[src/sv/crc32rb_pkg.sv]
`timescale 1ns / 1ps
`default_nettype none
// ----------------------------------------------------------------------------
// crc32rb_pkg
// shared widths, types, register map and helpers for the reflected crc-32 core
// ----------------------------------------------------------------------------
package crc32rb_pkg;

  localparam int CRC_W    = 32;
  localparam int BYTE_W   = 8;
  localparam int ADDR_W   = 3;
  localparam int REG_IDX_W = 1;

  typedef logic [CRC_W-1:0]     crc_t;
  typedef logic [BYTE_W-1:0]    byte_t;
  typedef logic [ADDR_W-1:0]    addr_t;
  typedef logic [REG_IDX_W-1:0] reg_idx_t;

  // register map, index into the register list
  localparam reg_idx_t REG_POLY = 1'b0;

  localparam crc_t POLY_RESET = 32'h04C1_1DB7;

  // mirror a 32-bit word, bit 0 becomes bit 31
  function automatic crc_t bit_reverse(input crc_t v);
    crc_t r;
    for (int i = 0; i < CRC_W; i++) begin
      r[i] = v[CRC_W-1-i];
    end
    return r;
  endfunction

endpackage
`default_nettype wire

[src/sv/crc32rb_fold.sv]
`timescale 1ns / 1ps
`default_nettype none
// ----------------------------------------------------------------------------
// crc32rb_fold
// folds one byte into the crc, lsb first, eight shift-xor steps
// ----------------------------------------------------------------------------
module crc32rb_fold
  import crc32rb_pkg::*;
(
  input  crc_t  crc_in,
  input  byte_t data_byte,
  input  crc_t  rpoly,
  output crc_t  crc_out
);

  always_comb begin
    crc_t c;
    c = crc_in ^ {{(CRC_W-BYTE_W){1'b0}}, data_byte};
    for (int i = 0; i < BYTE_W; i++) begin
      if (c[0]) begin
        c = (c >> 1) ^ rpoly;
      end else begin
        c = c >> 1;
      end
    end
    crc_out = c;
  end

endmodule
`default_nettype wire

[src/sv/crc32rb_regs.sv]
`timescale 1ns / 1ps
`default_nettype none
// ----------------------------------------------------------------------------
// crc32rb_regs
// apb register file, holds the generator polynomial and hands on its mirror
// ----------------------------------------------------------------------------
module crc32rb_regs
  import crc32rb_pkg::*;
(
  input  logic  clk,
  input  logic  rst,
  input  logic  psel,
  input  logic  penable,
  input  logic  pwrite,
  input  addr_t paddr,
  input  crc_t  pwdata,
  output crc_t  prdata,
  output logic  pready,
  output crc_t  rpoly
);

  crc_t     poly;
  reg_idx_t reg_idx;
  logic     wr;

  assign pready  = 1'b1;
  assign wr      = psel & penable & pwrite;
  assign reg_idx = paddr[ADDR_W-1:2];

  always_ff @(posedge clk) begin
    if (rst) begin
      poly <= POLY_RESET;
    end else if (wr && reg_idx == REG_POLY) begin
      poly <= pwdata;
    end
  end

  always_comb begin
    unique case (reg_idx)
      REG_POLY: prdata = poly;
      default:  prdata = '0;
    endcase
  end

  assign rpoly = bit_reverse(poly);

endmodule
`default_nettype wire

[src/sv/crc32_reflected_byte_core.sv]
`timescale 1ns / 1ps
`default_nettype none
// ----------------------------------------------------------------------------
// crc32_reflected_byte_core
// byte-serial reflected crc-32 with a programmable generator polynomial
// ----------------------------------------------------------------------------
// Takes one message byte per cycle unless in_stall is high and returns the
// running crc after every byte, lsb-first (reflected) with no built-in
// initial value and no final inversion. A byte with restart set starts from
// its seed, otherwise from the crc left by the previous byte (zero after
// reset). The polynomial is written in normal msb-first form through the apb
// port at address 0; the core uses its bit mirror. Throughput is one item
// per clock while neither side stalls; a byte passes an input register, the
// seed select and eight-step shift-xor fold, then a result register. The
// running crc is updated in the same cycle the result register loads, so
// back-to-back bytes chain without bubbles. The input side keeps taking items
// while a result waits, as long as the input register is free to move on.
// ----------------------------------------------------------------------------
module crc32_reflected_byte_core
  import crc32rb_pkg::*;
(
  input  logic  clk,
  input  logic  rst,
  // item input
  input  logic  in_valid,
  output logic  in_stall,
  input  byte_t data_byte,
  input  logic  restart,
  input  crc_t  seed,
  input  logic  final_byte,
  // result output
  output logic  out_valid,
  input  logic  out_stall,
  output crc_t  crc_value,
  output logic  is_final,
  // configuration
  input  logic  psel,
  input  logic  penable,
  input  logic  pwrite,
  input  addr_t paddr,
  input  crc_t  pwdata,
  output crc_t  prdata,
  output logic  pready
);

  // input register
  logic  s1_valid;
  byte_t s1_byte;
  logic  s1_restart;
  crc_t  s1_seed;
  logic  s1_final;

  // running crc and fold path
  crc_t  crc_reg;
  crc_t  crc_start;
  crc_t  crc_next;
  crc_t  rpoly;

  logic  out_free;
  logic  s1_fire;
  logic  in_fire;

  // result register frees up when empty or being taken this cycle
  assign out_free = ~out_valid | ~out_stall;
  assign s1_fire  = s1_valid & out_free;
  assign in_stall = s1_valid & ~out_free;
  assign in_fire  = in_valid & ~in_stall;

  crc32rb_regs u_regs (
    .clk     (clk),
    .rst     (rst),
    .psel    (psel),
    .penable (penable),
    .pwrite  (pwrite),
    .paddr   (paddr),
    .pwdata  (pwdata),
    .prdata  (prdata),
    .pready  (pready),
    .rpoly   (rpoly)
  );

  // seed takes over from the running crc on restart
  assign crc_start = s1_restart ? s1_seed : crc_reg;

  crc32rb_fold u_fold (
    .crc_in    (crc_start),
    .data_byte (s1_byte),
    .rpoly     (rpoly),
    .crc_out   (crc_next)
  );

  // input register control
  always_ff @(posedge clk) begin
    if (rst) begin
      s1_valid <= 1'b0;
    end else if (in_fire) begin
      s1_valid <= 1'b1;
    end else if (s1_fire) begin
      s1_valid <= 1'b0;
    end
  end

  // input register payload
  always_ff @(posedge clk) begin
    if (in_fire) begin
      s1_byte    <= data_byte;
      s1_restart <= restart;
      s1_seed    <= seed;
      s1_final   <= final_byte;
    end
  end

  // running crc, final flag has no effect on it
  always_ff @(posedge clk) begin
    if (rst) begin
      crc_reg <= '0;
    end else if (s1_fire) begin
      crc_reg <= crc_next;
    end
  end

  // result register control
  always_ff @(posedge clk) begin
    if (rst) begin
      out_valid <= 1'b0;
    end else if (s1_fire) begin
      out_valid <= 1'b1;
    end else if (~out_stall) begin
      out_valid <= 1'b0;
    end
  end

  // result register payload
  always_ff @(posedge clk) begin
    if (s1_fire) begin
      crc_value <= crc_next;
      is_final  <= s1_final;
    end
  end

  // result shown always matches the running crc it came from
  a_result_tracks_crc: assert property (@(posedge clk) disable iff (rst)
    s1_fire |=> out_valid && crc_value == crc_reg)
    else $error("result register and running crc disagree");

  // an item in the input register is never dropped while blocked
  a_s1_held: assert property (@(posedge clk) disable iff (rst)
    s1_valid && !s1_fire |=> s1_valid)
    else $error("blocked item lost from input register");

  // accepted item lands in the input register
  a_in_lands: assert property (@(posedge clk) disable iff (rst)
    in_fire |=> s1_valid)
    else $error("accepted item did not reach input register");

  // polynomial write reaches the fold path as its mirror
  a_poly_write: assert property (@(posedge clk) disable iff (rst)
    psel && penable && pwrite && paddr[ADDR_W-1:2] == REG_POLY
    |=> rpoly == bit_reverse($past(pwdata)))
    else $error("polynomial write not applied");

endmodule
`default_nettype wire
[config.mk]
export PLATFORM = sky130hd
export DESIGN_NAME = crc32_reflected_byte_core
export DESIGN_NICKNAME = d
export VERILOG_FILES = /design/src/sv/crc32rb_pkg.sv /design/src/sv/crc32rb_fold.sv /design/src/sv/crc32rb_regs.sv /design/src/sv/crc32_reflected_byte_core.sv
export SDC_FILE = /design/constraint.sdc
export NUM_CORES = 1
export LEC_CHECK = 0
export BUFFER_PORTS_ARGS = -buffer_cell sky130_fd_sc_hd__buf_2
export CAP_MARGIN = 20
export CORE_MARGIN = 3
export CORE_UTILIZATION = 63
export DETAILED_ROUTE_END_ITERATION = 10
export GPL_TIMING_DRIVEN = 0
export PLACE_DENSITY = 0.87
export SLEW_MARGIN = 20
export SYNTH_ARGS = -nofsm -noshare
export SYNTH_HDL_FRONTEND = slang
export SYNTH_SLANG_ARGS = --single-unit
[constraint.sdc]
create_clock -name clk -period 6.73 [get_ports clk]
set_input_delay 0.673 -clock clk [delete_from_list [all_inputs] [get_ports clk]]
set_output_delay 0.673 -clock clk [all_outputs]
set_load 0.01 [all_outputs]
==> results.toml, run 1 <==
[placement]
portBuffers = 147
gp_congestion = 0.995
dp.final_hpwl_um = 26000

[die]
rows = 46
start_util = 0.650
core_area_um2 = 16100
ios = 152
die_x_um = 135
die_y_um = 135
dieArea_um2 = 18200

[grt]
grt_pass1_wl_um = 53800
grt_usage = 0.387
grt_pass1_vias = 9601
grt_max_degree = 33
overflow = 0
antenna_found_initial = 1

[yosys]
synth.distinct_cells = 67
syn-num-nets = 1350
synth_edf_count = 75
syn_area_per_cell_um2 = 8.25
synth_top_cells_by_area = "edfxtp_1 22%, xnor2_1 16%, dfxtp_1 13%"
netlist_area_um2 = 10400
yosysTopAreaCell = "edfxtp_1"
yosys_warnings = 0
ys_seq_elements = 141
async_flop_share = 0
synthFlopType = "edfxtp_1"
synth.top_cell.area_share = 0.216
yosysSeqAreaShare = 0.342
synthCells = 1266

[detailed_routing]
drtIter0Drc = 1495
vias = 10500
post_drt_wl_per_cell_um = 21.4
viasPerCell = 6.29
drc = 0
wirelength_um = 35600
drtPass1Iterations = 6
ant_nets = 0

[clocking]
cts.root.buffer_cell = "clkbuf_16"
insertion_delay_ns = 0.44
ctsHoldBuffers = 0
clock-sinks = 141
htree_num_levels = 4
numCtsBuffers = 17
clockBufferDepth = 2
cts.clk_slew.worst_paths_ns = 0.07
post_cts_resized = 0
cts_setup_buffers = 0
cts_tree = "built"

[critical_path]
critPathMaxFanout = 10
required_ns = 6.90
crit_arrival_ns = 5.60
r2r-start = "s1_restart"
endpoint_kind = "flop"
critPathLaunch = "s1_restart"
crit_type = "flop to flop"
crit_path_start_kind = "flop"
regToRegSetupSlack_ns = 1.31
rr_endpoint = "crc_value[26]"
cp-endpoint = "crc_value[26]"
reg2reg_depth = 16

[timing]
maxSlewHeadroom = 0.225
period_share = 0.806
maxSlewViolCount = 0
hold_viol = 0
setup_viol = 0
fin_skew_ns = 0.00956
fmax_mhz = 184
rsz0062_at_grt = "no"
finalSetupTns_ns = 0
fin_crit_ns = 5.42
worstMarginPinSlew_ns = 1.16

[power_and_ir_drop]
p_leak_nw = 4.67
power_density_nw_per_um2 = 323
totalPowerFinal_mw = 3.91
irDropWorstVdd_v = 0.000252

[final_layout]
final_common_cell = "nand2_1"
drive_above_1_share = 0.168
nets = 1518
mostFrequentLayoutCells = "254 x nand2_1, 190 x xnor2_1, 160 x buf_2, 119 x nor2_1, 77 x clkbuf_1"
n_antenna_cell = 0
area_growth_pct = 15.8

[min_path]
hp-class = "input pin to flop"

[outcome]
outcome = "completed"

[run]
max-cap-violations = 0
==> power breakdown <==
| part | switching, mW | internal (mW) | total, mW |
|---|---|---|---|
| clock network | 0.417 | 0.563 | 0.981 |
| registers | 0.0420 | 1.06 | 1.10 |
| logic | 1.11 | 0.711 | 1.82 |
| total | 1.57 | 2.33 | 3.91 |
==> synth_stat cells, types with 3 or more instances <==
master    count
dfxtp_1      66
nor4_1       13
edfxtp_1     75
or3_1        15
nand3b_1      6
nand2_1     254
nand3_1      40
a211oi_1     45
nor2_1      119
a311oi_1     15
o211ai_2     16
buf_2        13
nor3_1       16
and4_1        3
and3_1        4
nor2b_1       3
a211o_1      18
o21ai_0      24
nand4_1      20
a31oi_1       6
clkbuf_1     78
inv_1        43
mux2i_1      36
a21oi_1      33
o211ai_1      9
xor2_1       10
o311ai_1     16
xnor2_2       3
buf_1        12
buf_4         6
xnor2_1     190
or4_1         8
buf_6         8
==> area by class of cell <==
class	instances	area, um^2
Tap cell	216	270
Sequential cell	141	3570
Clock inverter	14	158
Timing Repair Buffer	149	776
Clock buffer	18	439
Fill cell	1170	3960
Multi-Input combinational cell	964	6170
Buffer	117	539
Inverter	44	165
==> layer usage <==
metal  vias up  track usage  wire [um]
met5         -            0         23
met4         2        0.171       1590
met3       128        0.103       4780
met2       816        0.566      15200
met1      4813        0.539      14000
li1       4702            -          -
==> cell families (layout without fill, tap and decap cells) <==
family,after synthesis,in the layout,synth area share
AOI/OAI and AO/OA,200,200,0.146
xor gates and xnor gates,209,209,0.186
buffers and inverters,161,342,0.0673
DFF,141,141,0.342
muxes,39,39,0.0399
other,1,1,0.000359
and+or+nand+nor,515,515,0.219
==> critical path, cell delays in order (launching register included) <==
cell and delay [ns]:
edfxtp_1 0.35, buf_6 0.16, mux2i_4 0.42, mux2i_1 0.20, a2111oi_1 0.64, o31ai_1 0.26, a2111oi_2 0.49, a31oi_1 0.17
and3_1 0.26, o211ai_2 0.24, nand4b_4 0.21, xor2_4 0.36, buf_4 0.25, nor4_1 0.06, or4_1 0.54, xnor2_1 0.44
inv_1 0.09
==> worst min-delay path by stage <==
stage                     startpoint           to  depth (start not counted)
after CTS                   seed[12]  s1_seed[12]                          1
after detailed placement    s1_final     is_final                          0
final                       seed[12]  s1_seed[12]                          1
after global placement      s1_final     is_final                          0
after floorplan             s1_final     is_final                          0
after global routing        seed[17]  s1_seed[17]                          1
==> per-stage QoR <==
step / instances / utilization / hold WS [ns] / setup WS (ns) / cell area (um^2)
6_report: 1663 / 0.753 / 0.405 / 1.31 / 12100
5_1_grt: 1663 / 0.753 / 0.397 / 1.11 / 12100
4_1_cts: 1663 / 0.753 / 0.396 / 1.52 / 12100
3_5_place_dp: 1631 / 0.716 / 0.425 / 1.56 / 11500
3_3_place_gp: 1629 / 0.713 / 0.412 / 1.65 / 11400
2_1_floorplan: 1266 / - / 0.400 / 2.43 / 10400
Power figures use the tool's default switching activity.
==> inputs of run 2 (changes only) <==
--- a/config.mk
+++ b/config.mk
@@ -5,13 +5,14 @@
 export SDC_FILE = /design/constraint.sdc
 export NUM_CORES = 1
 export LEC_CHECK = 0
+export ABC_AREA = 1
 export BUFFER_PORTS_ARGS = -buffer_cell sky130_fd_sc_hd__buf_2
 export CAP_MARGIN = 20
 export CORE_MARGIN = 3
-export CORE_UTILIZATION = 63
+export CORE_UTILIZATION = 54
 export DETAILED_ROUTE_END_ITERATION = 10
 export GPL_TIMING_DRIVEN = 0
-export PLACE_DENSITY = 0.87
+export PLACE_DENSITY = 0.79
 export SLEW_MARGIN = 20
 export SYNTH_ARGS = -nofsm -noshare
 export SYNTH_HDL_FRONTEND = slang
==> constraint.sdc (replaced) <==
create_clock -name clk -period 4.9 [get_ports clk]
set_input_delay 0.49 -clock clk [delete_from_list [all_inputs] [get_ports clk]]
set_output_delay 0.49 -clock clk [all_outputs]
set_load 0.01 [all_outputs]
==> run 2 against run 1 <==
  * Register-to-register slack worse by 0.55 ns
  * Final cell count up 41%
  * Largest power group unchanged
  * Worst setup slack worse by 0.55 ns
  * Highest routed layer is now met4
  * Sequential power up 31%
  * Design area up 6.9%
==> results.toml, run 2 <==
[detailed_routing]
post_drt_wl_per_cell_um = 16.9
ant_nets = 0
viasPerCell = 5.45
wirelength_um = 39600
drc = 0
vias = 12800
drtIter0Drc = 1226
drtPass1Iterations = 8

[critical_path]
crit_family = "simple AND/OR/NAND/NOR gates"
crit_type = "flop to flop"
slowest_stage = "edfxtp_1"
rr_endpoint = "crc_value[6]"
reg2reg_depth = 28
critPathLaunch = "s1_restart"
r2r-start = "s1_restart"
required_ns = 5.08
critPathBufInv = 4
cp_common_cell = "nand2_1"
cpPeakStageDelay_ns = 0.43
crit_arrival_ns = 4.32
crit_path_start_kind = "flop"
critPathMaxFanout = 10
regToRegSetupSlack_ns = 0.76
endpoint_kind = "flop"

[clocking]
cts.clk_slew.worst_paths_ns = 0.07
cts_tree = "built"
cts.root.buffer_cell = "clkbuf_16"
post_cts_resized = 0
clock-sinks = 141
cts_setup_buffers = 0
clockBufferDepth = 2
ctsHoldBuffers = 0
numCtsBuffers = 17
insertion_delay_ns = 0.43
htree_num_levels = 4

[die]
die_y_um = 150
rows = 52
start_util = 0.553
dieArea_um2 = 22600
die_x_um = 150
core_area_um2 = 20400
ios = 152

[yosys]
synth.distinct_cells = 30
yosys.area_share.simple = 0.471
async_flop_share = 0
yosysMostFrequentCell = "nand2_1"
synth_edf_count = 75
synth_mux_area_frac = 0
synthCells = 1895
synthFlopType = "edfxtp_1"
synth-xor-area-share = 0.0335
synth_compound_area_frac = 0.0485
syn-num-nets = 1979
synth_fa_ha_area_frac = 0
ys_top_cells_by_count = "814 x nand2_1, 291 x nand3_1, 227 x inv_1"
synth.top_cell.area_share = 0.271
yosysSeqAreaShare = 0.317
yosys_warnings = 0
yosysTopAreaCell = "nand2_1"
netlist_area_um2 = 11300
synth_top_cells_by_area = "nand2_1 27%, edfxtp_1 20%, nand3_1 13%"
synth_top_family_by_area = "simple AND/OR/NAND/NOR gates"
syn_area_per_cell_um2 = 5.94
ys_seq_elements = 141

[timing]
finalSetupTns_ns = 0
worstMarginPinSlew_ns = 0.803
fin_crit_ns = 4.14
maxSlewHeadroom = 0.464
fmax_mhz = 241
maxSlewViolCount = 0
setup_viol = 0
hold_viol = 0
period_share = 0.845
rsz0062_at_grt = "no"
fin_skew_ns = 0.0158

[placement]
place_area_um2 = 12400
gp_congestion = 0.959
portBuffers = 147
dpl.cell_count = 2313
dp.final_hpwl_um = 31200

[power_and_ir_drop]
irDropWorstVdd_v = 0.000237
power_density_nw_per_um2 = 383
p_leak_nw = 7.08
totalPowerFinal_mw = 4.95

[min_path]
holdPathStages = 1
hp-class = "input pin to flop"
worst_hold_path.endpoint = "s1_seed[31]"
hp-start = "seed[31]"

[final_layout]
mostFrequentLayoutCells = "814 x nand2_1, 291 x nand3_1, 226 x inv_1, 176 x buf_2, 75 x edfxtp_1"
nets = 2146
final_common_cell = "nand2_1"
area_growth_pct = 14.9
final_cells = 2345
n_antenna_cell = 0
drive_above_1_share = 0.124
fin_area_um2 = 12900

[grt]
antenna_found_initial = 0
grt_pass1_wl_um = 61100
grt_usage = 0.351
overflow = 0
grt_max_degree = 43
grt_pass1_vias = 11100

[run]
max-cap-violations = 0

[outcome]
outcome = "completed"
## run 2: cell types whose count changed in the layout (fill, tap and decap cells not counted), sizes merged, moves of 38 or more
cell	change
inv	+193
nand3	+259
mux2i	-38
xnor2	-191
nand2	+571
a211oi	-45
nor2	-58
## run 2: worst max-delay path by stage
stage	slack, ns	end	cells after the start
after CTS	0.86	crc_value[6]	28
after detailed placement	0.86	crc_value[6]	28
after global routing	0.48	crc_value[6]	29
after global placement	0.95	crc_value[4]	28
after floorplan	1.82	crc_value[2]	29
final	0.76	crc_value[6]	28
## run 2: kinds of logic after synthesis
logic type,count (synthesis)
other,1
AND/OR/NAND/NOR,1244
buffers and inverters,365
AO/OA/AOI/OAI,101
flip-flops,141
XOR/XNOR,43
## run 2: stage by stage
stage | worst slack (ns) | util | hold WS (ns)
floorplan | 1.82 | - | 0.400
global placement | 0.954 | 0.606 | 0.406
detailed placement | 0.864 | 0.607 | 0.412
CTS | 0.857 | 0.635 | 0.220
global route | 0.480 | 0.635 | 0.217
finish | 0.758 | 0.635 | 0.228
## run 2: final cells by class
cell class	instances	area, um^2
timing repair buffer	148	756
clock inverter	14	150
inverter	235	882
multi-input combinational	1389	6220
clock buffer	18	429
sequential	141	3570
buffer	130	579
tap	270	338
fill	1952	7430
## run 2: power breakdown
part | total (mW) | switching (mW) | internal (mW)
clock network | 1.33 | 0.606 | 0.722
logic | 2.18 | 1.50 | 0.676
registers | 1.44 | 0.0496 | 1.39
total | 4.95 | 2.16 | 2.79
## run 2: metal layers
metal / GRT usage / share of wire / routed length (um)
met1: 0.517 / 0.44 / 17500
met2: 0.527 / 0.43 / 17100
met3: 0.0677 / 0.11 / 4240
met4: 0.0910 / 0.020 / 776
met5: 0 / 0 / 0
